$ cat src/design/rfr_pkg.sv
// Shared types and constants for the reference frame ring manager.
// Holds the request/response word structs, the stage record and the CSR codes.
// No dependencies.
package rfr_pkg;

   localparam int ORDER_W   = 16;
   localparam int RECENCY_W = 4;
   localparam int SLOT_OUT_W = 4;
   localparam int ADDR_W    = 30;
   localparam int HELD_W    = 5;
   localparam int DEPTH_W   = 5;
   localparam int FBYTES_W  = 26;
   localparam int CSR_IDX_W = 2;
   localparam int CSR_DATA_W = 26;

   localparam logic CMD_PUSH   = 1'b0;
   localparam logic CMD_LOOKUP = 1'b1;

   localparam logic [CSR_IDX_W-1:0] CSR_RING_DEPTH  = 2'd0;
   localparam logic [CSR_IDX_W-1:0] CSR_FRAME_BYTES = 2'd1;

   localparam logic [DEPTH_W-1:0]  RING_DEPTH_RESET  = 5'd4;
   localparam logic [FBYTES_W-1:0] FRAME_BYTES_RESET = 26'd6220800;

   typedef struct packed {
      logic                        cmd;
      logic signed [ORDER_W-1:0]   order_count;
      logic [RECENCY_W-1:0]        recency_index;
   } req_type;

   typedef struct packed {
      logic                        found;
      logic [SLOT_OUT_W-1:0]       slot_index;
      logic signed [ORDER_W-1:0]   slot_order_count;
      logic [ADDR_W-1:0]           frame_address;
      logic [HELD_W-1:0]           frames_held;
   } rsp_type;

   // Record carried from the ring stage to the response stage.
   typedef struct packed {
      logic                        valid;
      logic                        push;
      logic                        found;
      logic signed [ORDER_W-1:0]   order_count;
      logic [HELD_W-1:0]           frames_held;
   } stage_type;

endpackage

$ cat src/design/rfr_order_mem.sv
// Order count storage for the ring slots: one write or one registered read a cycle.
// Depends on rfr_pkg for the order count width.
module rfr_order_mem #(
   parameter int DEPTH  = 16,
   parameter int ADDR_W = 4
) (
   input  logic                              clock,
   input  logic                              wr_en,
   input  logic                              rd_en,
   input  logic [ADDR_W-1:0]                 addr,
   input  logic signed [rfr_pkg::ORDER_W-1:0] wr_data,
   output logic signed [rfr_pkg::ORDER_W-1:0] rd_data
);

   logic signed [rfr_pkg::ORDER_W-1:0] mem [DEPTH];
   logic signed [rfr_pkg::ORDER_W-1:0] rd_data_ff;

   always_ff @(posedge clock) begin
      if (wr_en) begin
         mem[addr] <= wr_data;
      end
      if (rd_en) begin
         rd_data_ff <= mem[addr];
      end
   end

   assign rd_data = rd_data_ff;

endmodule

$ cat src/design/rfr_ring_ctrl.sv
// Ring pointer state, configuration registers and slot selection for each word.
// Depends on rfr_pkg for word types and CSR codes.
module rfr_ring_ctrl #(
   parameter int MAX_REFS = 16,
   parameter int SLOT_W   = 4,
   parameter int CNT_W    = 5
) (
   input  logic                               clock,
   input  logic                               reset,
   input  logic                               csr_write_en,
   input  logic [rfr_pkg::CSR_IDX_W-1:0]      csr_index,
   input  logic [rfr_pkg::CSR_DATA_W-1:0]     csr_wdata,
   input  logic                               accept,
   input  logic                               advance,
   input  rfr_pkg::req_type                   req,
   output logic [SLOT_W-1:0]                  mem_addr,
   output logic                               mem_wr_en,
   output logic                               mem_rd_en,
   output logic [SLOT_W-1:0]                  stage_slot,
   output rfr_pkg::stage_type                 stage,
   output logic [rfr_pkg::FBYTES_W-1:0]       frame_bytes
);

   localparam int SUM_W = ((CNT_W > rfr_pkg::RECENCY_W) ? CNT_W : rfr_pkg::RECENCY_W) + 1;

   logic [rfr_pkg::DEPTH_W-1:0]  depth_ff;
   logic [rfr_pkg::FBYTES_W-1:0] fbytes_ff;
   logic [SLOT_W-1:0]            oldest_ff, oldest_in;
   logic [CNT_W-1:0]             count_ff, count_in;
   logic [SLOT_W-1:0]            slot_ff, slot_in;
   rfr_pkg::stage_type           stage_ff, stage_in;

   logic [CNT_W-1:0]  depth_used;
   logic [SUM_W-1:0]  depth_ext;
   logic [SUM_W-1:0]  push_sum, push_wrap, next_sum, next_wrap, look_sum, look_wrap;
   logic              is_push, has_room, hit;

   // Clamp depth into 1..MAX_REFS.
   always_comb begin
      if (depth_ff == '0) begin
         depth_used = CNT_W'(1);
      end else if (32'(depth_ff) > MAX_REFS) begin
         depth_used = CNT_W'(MAX_REFS);
      end else begin
         depth_used = CNT_W'(depth_ff);
      end
   end

   assign depth_ext = SUM_W'(depth_used);
   assign is_push   = (req.cmd == rfr_pkg::CMD_PUSH);
   assign has_room  = (count_ff < depth_used);
   assign hit       = (SUM_W'(req.recency_index) < SUM_W'(count_ff));

   // Positions stay below twice the depth, so one subtract wraps them.
   assign push_sum  = SUM_W'(oldest_ff) + SUM_W'(count_ff);
   assign push_wrap = (push_sum >= depth_ext) ? push_sum - depth_ext : push_sum;
   assign next_sum  = SUM_W'(oldest_ff) + SUM_W'(1);
   assign next_wrap = (next_sum >= depth_ext) ? next_sum - depth_ext : next_sum;
   assign look_sum  = SUM_W'(oldest_ff) + SUM_W'(count_ff) - SUM_W'(1)
                      - SUM_W'(req.recency_index);
   assign look_wrap = (look_sum >= depth_ext) ? look_sum - depth_ext : look_sum;

   always_comb begin
      oldest_in = oldest_ff;
      count_in  = count_ff;
      if (is_push) begin
         if (has_room) begin
            slot_in  = SLOT_W'(push_wrap);
            count_in = count_ff + CNT_W'(1);
         end else begin
            slot_in   = oldest_ff;
            oldest_in = SLOT_W'(next_wrap);
         end
      end else begin
         slot_in = hit ? SLOT_W'(look_wrap) : '0;
      end
      stage_in.valid       = accept;
      stage_in.push        = is_push;
      stage_in.found       = is_push | hit;
      stage_in.order_count = req.order_count;
      stage_in.frames_held = rfr_pkg::HELD_W'(count_in);
   end

   always_ff @(posedge clock) begin
      if (reset) begin
         depth_ff  <= rfr_pkg::RING_DEPTH_RESET;
         fbytes_ff <= rfr_pkg::FRAME_BYTES_RESET;
         oldest_ff <= '0;
         count_ff  <= '0;
         stage_ff  <= '0;
      end else begin
         if (csr_write_en && csr_index == rfr_pkg::CSR_RING_DEPTH) begin
            // A new depth empties the ring.
            depth_ff  <= rfr_pkg::DEPTH_W'(csr_wdata);
            oldest_ff <= '0;
            count_ff  <= '0;
         end else if (accept) begin
            oldest_ff <= oldest_in;
            count_ff  <= count_in;
         end
         if (csr_write_en && csr_index == rfr_pkg::CSR_FRAME_BYTES) begin
            fbytes_ff <= csr_wdata;
         end
         if (advance) begin
            stage_ff <= stage_in;
         end
      end
   end

   always_ff @(posedge clock) begin
      if (advance) begin
         slot_ff <= slot_in;
      end
   end

   assign mem_addr    = slot_in;
   assign mem_wr_en   = accept & is_push;
   assign mem_rd_en   = accept & ~is_push & hit;
   assign stage_slot  = slot_ff;
   assign stage       = stage_ff;
   assign frame_bytes = fbytes_ff;

endmodule

$ cat src/design/rfr_rsp_stage.sv
// Response stage: frame address multiply, field selection and the output register.
// Depends on rfr_pkg for word types.
module rfr_rsp_stage #(
   parameter int SLOT_W = 4
) (
   input  logic                               clock,
   input  logic                               reset,
   input  logic                               advance,
   input  rfr_pkg::stage_type                 stage,
   input  logic [SLOT_W-1:0]                  stage_slot,
   input  logic signed [rfr_pkg::ORDER_W-1:0] mem_data,
   input  logic [rfr_pkg::FBYTES_W-1:0]       frame_bytes,
   output logic                               rsp_valid,
   output rfr_pkg::rsp_type                   rsp_word
);

   localparam int PROD_W = SLOT_W + rfr_pkg::FBYTES_W;

   logic              valid_ff;
   rfr_pkg::rsp_type  word_ff, word_in;
   logic [PROD_W-1:0] product;

   assign product = PROD_W'(stage_slot) * PROD_W'(frame_bytes);

   always_comb begin
      word_in.frames_held = stage.frames_held;
      if (stage.found) begin
         word_in.found            = 1'b1;
         word_in.slot_index       = rfr_pkg::SLOT_OUT_W'(stage_slot);
         word_in.slot_order_count = stage.push ? stage.order_count : mem_data;
         word_in.frame_address    = rfr_pkg::ADDR_W'(product);
      end else begin
         word_in.found            = 1'b0;
         word_in.slot_index       = '0;
         word_in.slot_order_count = '0;
         word_in.frame_address    = '0;
      end
   end

   always_ff @(posedge clock) begin
      if (reset) begin
         valid_ff <= 1'b0;
      end else if (advance) begin
         valid_ff <= stage.valid;
      end
   end

   always_ff @(posedge clock) begin
      if (advance) begin
         word_ff <= word_in;
      end
   end

   assign rsp_valid = valid_ff;
   assign rsp_word  = word_ff;

endmodule

$ cat src/design/reference_frame_ring_manager_core.sv
// Reference frame ring manager: sliding-window ring of reference slots.
// Depends on rfr_pkg, rfr_ring_ctrl, rfr_order_mem and rfr_rsp_stage.
//
// Usage:
//   req channel (req_valid / req_stall / req_word): one word per command.
//     cmd = push stores order_count in the next slot (overwriting the oldest
//     once the ring is full); cmd = lookup finds the frame at recency_index,
//     0 being the newest.
//   rsp channel (rsp_valid / rsp_stall / rsp_word): exactly one word per
//     request, in order, with slot, order count, base address (slot times
//     frame_bytes) and the number of frames held.
//   csr port: csr_write_en with csr_index 0 writes ring_depth (and empties the
//     ring), index 1 writes frame_bytes; other indexes are ignored.
//     Write only while no request is in flight.
// An accepted request reaches rsp_valid through two registered stages: slot
// selection and the order table read, then the address multiply. Throughput
// is one word per cycle; the two stages advance together, so req_stall rises
// in the cycle a held response is stalled.
// Synchronous reset empties the ring, restores ring_depth = 4 and frame_bytes = 6220800
// and drops any word in flight. The order table needs no clearing.
module reference_frame_ring_manager_core #(
   parameter int MAX_REFS = 16
) (
   input  logic                           clock,
   input  logic                           reset,
   input  logic                           req_valid,
   output logic                           req_stall,
   input  rfr_pkg::req_type               req_word,
   output logic                           rsp_valid,
   input  logic                           rsp_stall,
   output rfr_pkg::rsp_type               rsp_word,
   input  logic                           csr_write_en,
   input  logic [rfr_pkg::CSR_IDX_W-1:0]  csr_index,
   input  logic [rfr_pkg::CSR_DATA_W-1:0] csr_wdata
);

   localparam int SLOT_W = (MAX_REFS > 1) ? $clog2(MAX_REFS) : 1;
   localparam int CNT_W  = $clog2(MAX_REFS + 1);

   logic                               advance;
   logic                               accept;
   logic [SLOT_W-1:0]                  mem_addr;
   logic                               mem_wr_en;
   logic                               mem_rd_en;
   logic signed [rfr_pkg::ORDER_W-1:0] mem_data;
   logic [SLOT_W-1:0]                  stage_slot;
   rfr_pkg::stage_type                 stage;
   logic [rfr_pkg::FBYTES_W-1:0]       frame_bytes;

   // Advance both stages whenever the output register is empty or being taken.
   assign advance   = ~rsp_valid | ~rsp_stall;
   assign req_stall = ~advance;
   assign accept    = req_valid & advance;

   rfr_ring_ctrl #(
      .MAX_REFS (MAX_REFS),
      .SLOT_W   (SLOT_W),
      .CNT_W    (CNT_W)
   ) u_ctrl (
      .clock        (clock),
      .reset        (reset),
      .csr_write_en (csr_write_en),
      .csr_index    (csr_index),
      .csr_wdata    (csr_wdata),
      .accept       (accept),
      .advance      (advance),
      .req          (req_word),
      .mem_addr     (mem_addr),
      .mem_wr_en    (mem_wr_en),
      .mem_rd_en    (mem_rd_en),
      .stage_slot   (stage_slot),
      .stage        (stage),
      .frame_bytes  (frame_bytes)
   );

   rfr_order_mem #(
      .DEPTH  (MAX_REFS),
      .ADDR_W (SLOT_W)
   ) u_mem (
      .clock   (clock),
      .wr_en   (mem_wr_en),
      .rd_en   (mem_rd_en),
      .addr    (mem_addr),
      .wr_data (req_word.order_count),
      .rd_data (mem_data)
   );

   rfr_rsp_stage #(
      .SLOT_W (SLOT_W)
   ) u_rsp (
      .clock       (clock),
      .reset       (reset),
      .advance     (advance),
      .stage       (stage),
      .stage_slot  (stage_slot),
      .mem_data    (mem_data),
      .frame_bytes (frame_bytes),
      .rsp_valid   (rsp_valid),
      .rsp_word    (rsp_word)
   );

endmodule
$ cat config.mk
export PLATFORM = sky130hd
export DESIGN_NAME = reference_frame_ring_manager_core
export DESIGN_NICKNAME = d
export VERILOG_FILES = /design/src/design/rfr_pkg.sv /design/src/design/rfr_order_mem.sv /design/src/design/rfr_ring_ctrl.sv /design/src/design/rfr_rsp_stage.sv /design/src/design/reference_frame_ring_manager_core.sv
export SDC_FILE = /design/constraint.sdc
export NUM_CORES = 1
export LEC_CHECK = 0
export BUFFER_PORTS_ARGS = -buffer_cell sky130_fd_sc_hd__buf_2
export CAP_MARGIN = 20
export CORE_ASPECT_RATIO = 0.8
export CORE_MARGIN = 2
export CORE_UTILIZATION = 55
export DETAILED_ROUTE_END_ITERATION = 8
export GPL_TIMING_DRIVEN = 1
export PLACE_DENSITY = 0.76
export SYNTH_ARGS = -nofsm -noshare
export SYNTH_HDL_FRONTEND = slang
export SYNTH_SLANG_ARGS = --single-unit
$ cat constraint.sdc
create_clock -name clock -period 6.19 [get_ports clock]
set_input_delay 1.5475 -clock clock [delete_from_list [all_inputs] [get_ports clock]]
set_output_delay 1.5475 -clock clock [all_outputs]
set_load 0.02 [all_outputs]
# == Word-level counts from Yosys, hierarchy flattened ==
# Memory sizes are Yosys's and may differ from the RTL's. A register that Yosys moved wholly into a read port is not among the register bits.
# Cells that the tools add are included.
# totals
inputBits,54
output_inout_bits,58
ram_bits,256
register_bits,125
memories,1
elab_cells,64
# classes
multipliers,1
n_mux,14
eq_ne,1
n_addsub,8
n_reduce_logical,6
n_bitwise,11
n_lt_le_gt_ge,6
# memory_table
name,words,width,rd,rd_ports_with_merged_regs,wr,line,source
u_mem.mem,16,16,1,1,1,rfr_order_mem.sv:15,logic signed [rfr_pkg::ORDER_W-1:0] mem [DEPTH];
# ops
operator,n
$mux 51,1
$mul 4x26->30,1
$mux 4,6
$mux 5,4
$mux 16,1
$ge 6x5->1,2
$sub 4x4->4,3
$add 4x5->6,1
$sub 6x1->6 const B,1
$sub 6x4->6,1
$add 4x1->5 const B,1
$add 5x1->5 const B,1
$ge 5x5->1,1
$gt 5x5->1 const B,1
$logic_not 5->1,1
$lt 4x5->1,1
$lt 5x5->1,1
$not 1->1,5
$and 1x1->1,4
$reduce_and 3->1,1
$eq 2x1->1 const B,1
$logic_and 1x1->1,2
$logic_not 2->1,1
$mux 1,2
other kinds (2),3

# == Longest topological paths before layout ==
# logic_depth
word_depth,7
ltp_mapped,21
depth_no_buf,18

# == Cells and area by module ==
# From an unflattened synthesis, not the netlist that was laid out.
# hier_totals
hier_cells,1465
area_unflattened_um2,19691.4
# by_module_without_submodules
mod,area_each_um2,seq_area_each_um2,cells_per_inst,n_inst
rfr_order_mem,10183.5,8167.8,434,1
rfr_rsp_stage,5711.7,1701.6,600,1
rfr_ring_ctrl,3778.6,1401.3,428,1
reference_frame_ring_manager_core,17.5,0.0,3,1

# == Worst setup path after synthesis ==
# No wires, ideal clock.
# synth_timing
path_kind,input-to-reg
start,input req_word[0] in the netlist's numbering
end,memory u_mem.mem[11][0] in the netlist's numbering (enable)
stages,19
path_buffers,3
slack_ps,326
setup_time_ps,388
required_ps,5802
arrival_ps,5476
path_cell_list,inv_1 -> ha_1 -> inv_1 -> fa_1 -> inv_1 -> ha_1 -> a21bo_1 -> a21oi_1 -> o21ai_1 -> nor4_1 -> nor2_1 -> mux2_1 -> o32a_1 -> buf_2 -> buf_2 -> buf_2 -> inv_1 -> nand3_1 -> nor2_1
# synth_via
elab_chain_cells,5
word_cells_on_any_way,7
# synth_lines
item,line,source
"start, declared",reference_frame_ring_manager_core.sv:28,"input rfr_pkg::req_type req_word,"
$sub 6x4->6,rfr_ring_ctrl.sv:60,- SUM_W'(req.recency_index);
$ge 6x5->1 or $sub 4x4->4 (tied branches),rfr_ring_ctrl.sv:61,assign look_wrap = (look_sum >= depth_ext) ? look_sum - depth_ext : look_sum;
$mux 4,rfr_ring_ctrl.sv:61,
$mux 4 (*),rfr_ring_ctrl.sv:75,slot_in = hit ? SLOT_W'(look_wrap) : '0;
$mux 4 (*),rfr_ring_ctrl.sv:66,if (is_push) begin
named net mem_addr[0],reference_frame_ring_manager_core.sv:42,logic [SLOT_W-1:0] mem_addr;
"end, declared",rfr_order_mem.sv:15,
# Mark *: on every way through the listed nets, which the timed path passes. The rest lies on a longest branch.

# == Worst setup path in the final report ==
# layout_timing
start,register u_ctrl.count_ff[0]
end,memory u_mem.mem[9][1] in the netlist's numbering (enable)
# layout_via
elab_chain_cells,7
word_cells_on_any_way,14
# layout_lines
item,line,source
"start, declared",rfr_ring_ctrl.sv:29,"logic [CNT_W-1:0] count_ff, count_in;"
"start signal, assigned",rfr_ring_ctrl.sv:99,count_ff <= count_in;
$add 4x5->6,"rfr_ring_ctrl.sv:55, rfr_ring_ctrl.sv:59",
$sub 6x1->6,rfr_ring_ctrl.sv:59,assign look_sum = SUM_W'(oldest_ff) + SUM_W'(count_ff) - SUM_W'(1)
$sub 6x4->6,rfr_ring_ctrl.sv:60,
$ge 6x5->1 or $sub 4x4->4 (tied branches),rfr_ring_ctrl.sv:61,
$mux 4,rfr_ring_ctrl.sv:61,
$mux 4,rfr_ring_ctrl.sv:75,
$mux 4 (*),rfr_ring_ctrl.sv:66,
named net mem_addr[0],reference_frame_ring_manager_core.sv:42,
# Marked as above.

==> results.cfg <==
[floorplan]
row_count = 61
coreArea_um2 = 35000
die_w_um = 215
dieHeight_um = 173
fp.dieArea_um2 = 37200
io_pins = 112
initial_core_util_pct = 56.2

[timing]
hold_violations = 0
finalMaxSlewViolations = 0
setup_viol = 0
max_slew_margin_pct = 16.8
fin_skew_ns = 0.0266
final.period_utilization_pct = 88.5
grt_setup_unrepaired = false
period_minus_slack_ns = 5.48
fin_setup_tns_ns = 0
max_freq_mhz = 183
worst_pin_slew_ns = 1.22

[critical_path]
crit_path_cell_trace = ha_1 > inv_1 > fa_1 > xnor2_1 > ha_1 > a21o_1 > a21oi_1 > xor2_1 > ha_1 > a21oi_1 > o21ai_1 > nor4_1 > nor2_1 > mux2_1 > o32a_2 > buf_12 > inv_1 > nand3_1 > nor2_1 > buf_4
max_stage_delay_ns = 0.51
worstPathMaxFanout = 22
rrSetupSlack_ns = 0.71
critPathMostFrequentCell = ha_1
startpoint_type = register
critical_path_class = reg2reg
reg2reg_from = u_ctrl.count_ff[0]
crit_start = u_ctrl.count_ff[0]
cp.arrival_ns = 5.70
slowest_stage = dfxtp_1
crit_path_end_kind = register
cp_data_required_time_ns = 6.41

[final_layout]
register_area_um2 = 11300
mostFrequentLayoutCells = 332 x edfxtp_1, 190 x nand2_1, 122 x mux2i_1, 112 x buf_2, 87 x nor2_1
fin_cells = 2168
finalInstanceArea_um2 = 22200
n_fill_cell = 2591
antenna_cells = 0
multi_input_area_um2 = 7710
final_common_cell = edfxtp_1
final_nets = 1836
area_growth_syn_to_layout_pct = 12.9
drive_gt1_share_pct = 15.9
post-route-util_pct = 63.4

[route]
wl_um = 42600
drtPass1Iterations = 7
route.detailed.drc = 0
vias = 12419
wl_per_cell_um = 19.7
vias_per_cell = 5.73
initialDrtViolationCount = 1007
ant_nets = 0

[outcome]
outcome = complete, no violations

[cts]
clock_sinks = 397
cts_buffer_depth = 3
htreeDepth = 2
cts_resized = 0
cts_tree = yes
cts_hold_buffers = 0
clk-insertion-delay-late_ns = 0.56
postCtsSetupBuffers = 0
cts-root-buf = clkbuf_16
cts_buffers = 41
clk_pin_slew_ns = 0.06

[global_routing]
grt_use_total_pct = 23.1
grt_pass1_vias = 12324
antenna_found_initial = 0
grt_max_degree = 62
grt.overflow.total = 0
grt_pass1_wl_um = 67900

[power_and_ir_drop]
power_density_nw_per_um2 = 305
leakage_nw = 8.76
total_power_w = 0.00675
ir_worst_vdd_uv = 205

[synthesis]
yosysUniqueCellTypes = 68
synth_seq_cells = 397
synth_edf_count = 332
ys_warn_count = 0
syn_avg_cell_area_um2 = 12.8
synth_cells = 1536
syn_nets = 1709
syn-cell-area_um2 = 19600
synth.yosys.seq_area_share_pct = 57.4
synth_flop_cell = edfxtp_1
synth-async-reset-ratio_pct = 0

[placed_design]
place_congestion = 0.885
dp_hpwl_um = 29100
io_buffers = 111
placed_cells_incl_taps = 2090
place_area_um2 = 20800

[flow_run]
drv_cap = 0

[min_path]
worstHoldPathType = reg2reg
hp-start = u_ctrl.stage[1]
-- routing by layer --
metal	vias to the layer above	global-route usage [%]	part of all wire [%]	wire (um)
met5	-	0	0	0
met4	0	5.52	1.9	802
met3	64	4.15	8.2	3480
met2	469	35.2	44	18800
met1	6109	34.7	46	19500
li1	5777	-	-	-
-- path summary, 6_finish.rpt --
kind,to,cells past startpoint
hold / removal,u_rsp.rsp_word[1],0
setup reg to reg,u_mem.mem[9][1],20
setup / recovery,u_mem.mem[9][1],20
hold reg to reg,u_rsp.rsp_word[1],0
-- logic make-up (layout without fill, tap and decap cells) --
family | count (synthesis) | after routing | share of synthesized area [%]
AND/OR/NAND/NOR | 438 | 438 | 10.5
flip-flops | 397 | 397 | 57.4
AO/OA/AOI/OAI | 219 | 219 | 7.44
multiplexers | 171 | 171 | 9.94
buffers and inverters | 154 | 314 | 3.45
adder cells (fa/ha/maj) | 119 | 119 | 9.61
XOR/XNOR | 38 | 38 | 1.69
-- where the power goes --
part / leakage [nW] / switching (W) / internal (W) / total, W
combinational: 4.44 / 0.000767 / 0.000513 / 0.00128
clock: 0.639 / 0.00101 / 0.00138 / 0.00240
sequential: 3.69 / 0.0000533 / 0.00303 / 0.00308
-- metrics by stage --
| stage | setup slack (ns) | hold WS [ns] |
|---|---|---|
| final | 0.711 | 0.420 |
| after global routing | 0.360 | 0.437 |
| after CTS | 0.745 | 0.421 |
| after detailed placement | 0.372 | 0.425 |
| after global placement | 0.528 | 0.417 |
| after floorplan | 0.326 | 0.409 |
-- sequential cells by signal (all words and copies together) (netlist names), 4 cells and up --
register / flops
u_mem.mem: 256
u_rsp.rsp_word: 56
u_ctrl.frame_bytes: 26
u_ctrl.stage: 24
u_mem.rd_data: 16
u_ctrl.count_ff: 5
u_ctrl.depth_ff: 5
u_ctrl.oldest_ff: 4
u_ctrl.stage_slot: 4
-- Yosys cell counts (16+ instances only) --
cell      number  area share, %
a211oi_1      45            1.7
a21o_1        22           0.84
a21oi_1       76            1.9
and2_1        69            2.2
clkbuf_1      50           0.96
dfxtp_1       65            6.6
edfxtp_1     332             51
fa_1          53            5.4
ha_1          66            4.2
inv_1         80            1.5
mux2_2        26            1.5
mux2i_1      122            6.2
mux4_2        16            1.8
nand2_1      191            3.7
nor2_1        87            1.7
nor2b_1       22           0.70
o21ai_0       23           0.59
o31a_1        16           0.71
xnor2_1       20           0.89
xor2_1        18           0.80
-- layout make-up --
class	count	share of cell area (%)
timing repair buffer	156	4.39
multi-input combinational	985	34.8
tap	472	2.66
sequential	397	50.8
inverter	82	1.39
clock inverter	20	0.807
clock buffer	56	5.15
-- critical path: cells and delay by family, from the launching register on --
kind / cells / cell delay (ns)
fa+ha+maj: 4 / 1.23
compound gates: 5 / 0.95
simple gates: 4 / 0.95
buf+inv: 4 / 0.69
flops: 1 / 0.51
xor+xnor: 2 / 0.51
mux: 1 / 0.34
No activity file was read; power rests on OpenSTA's default activity.
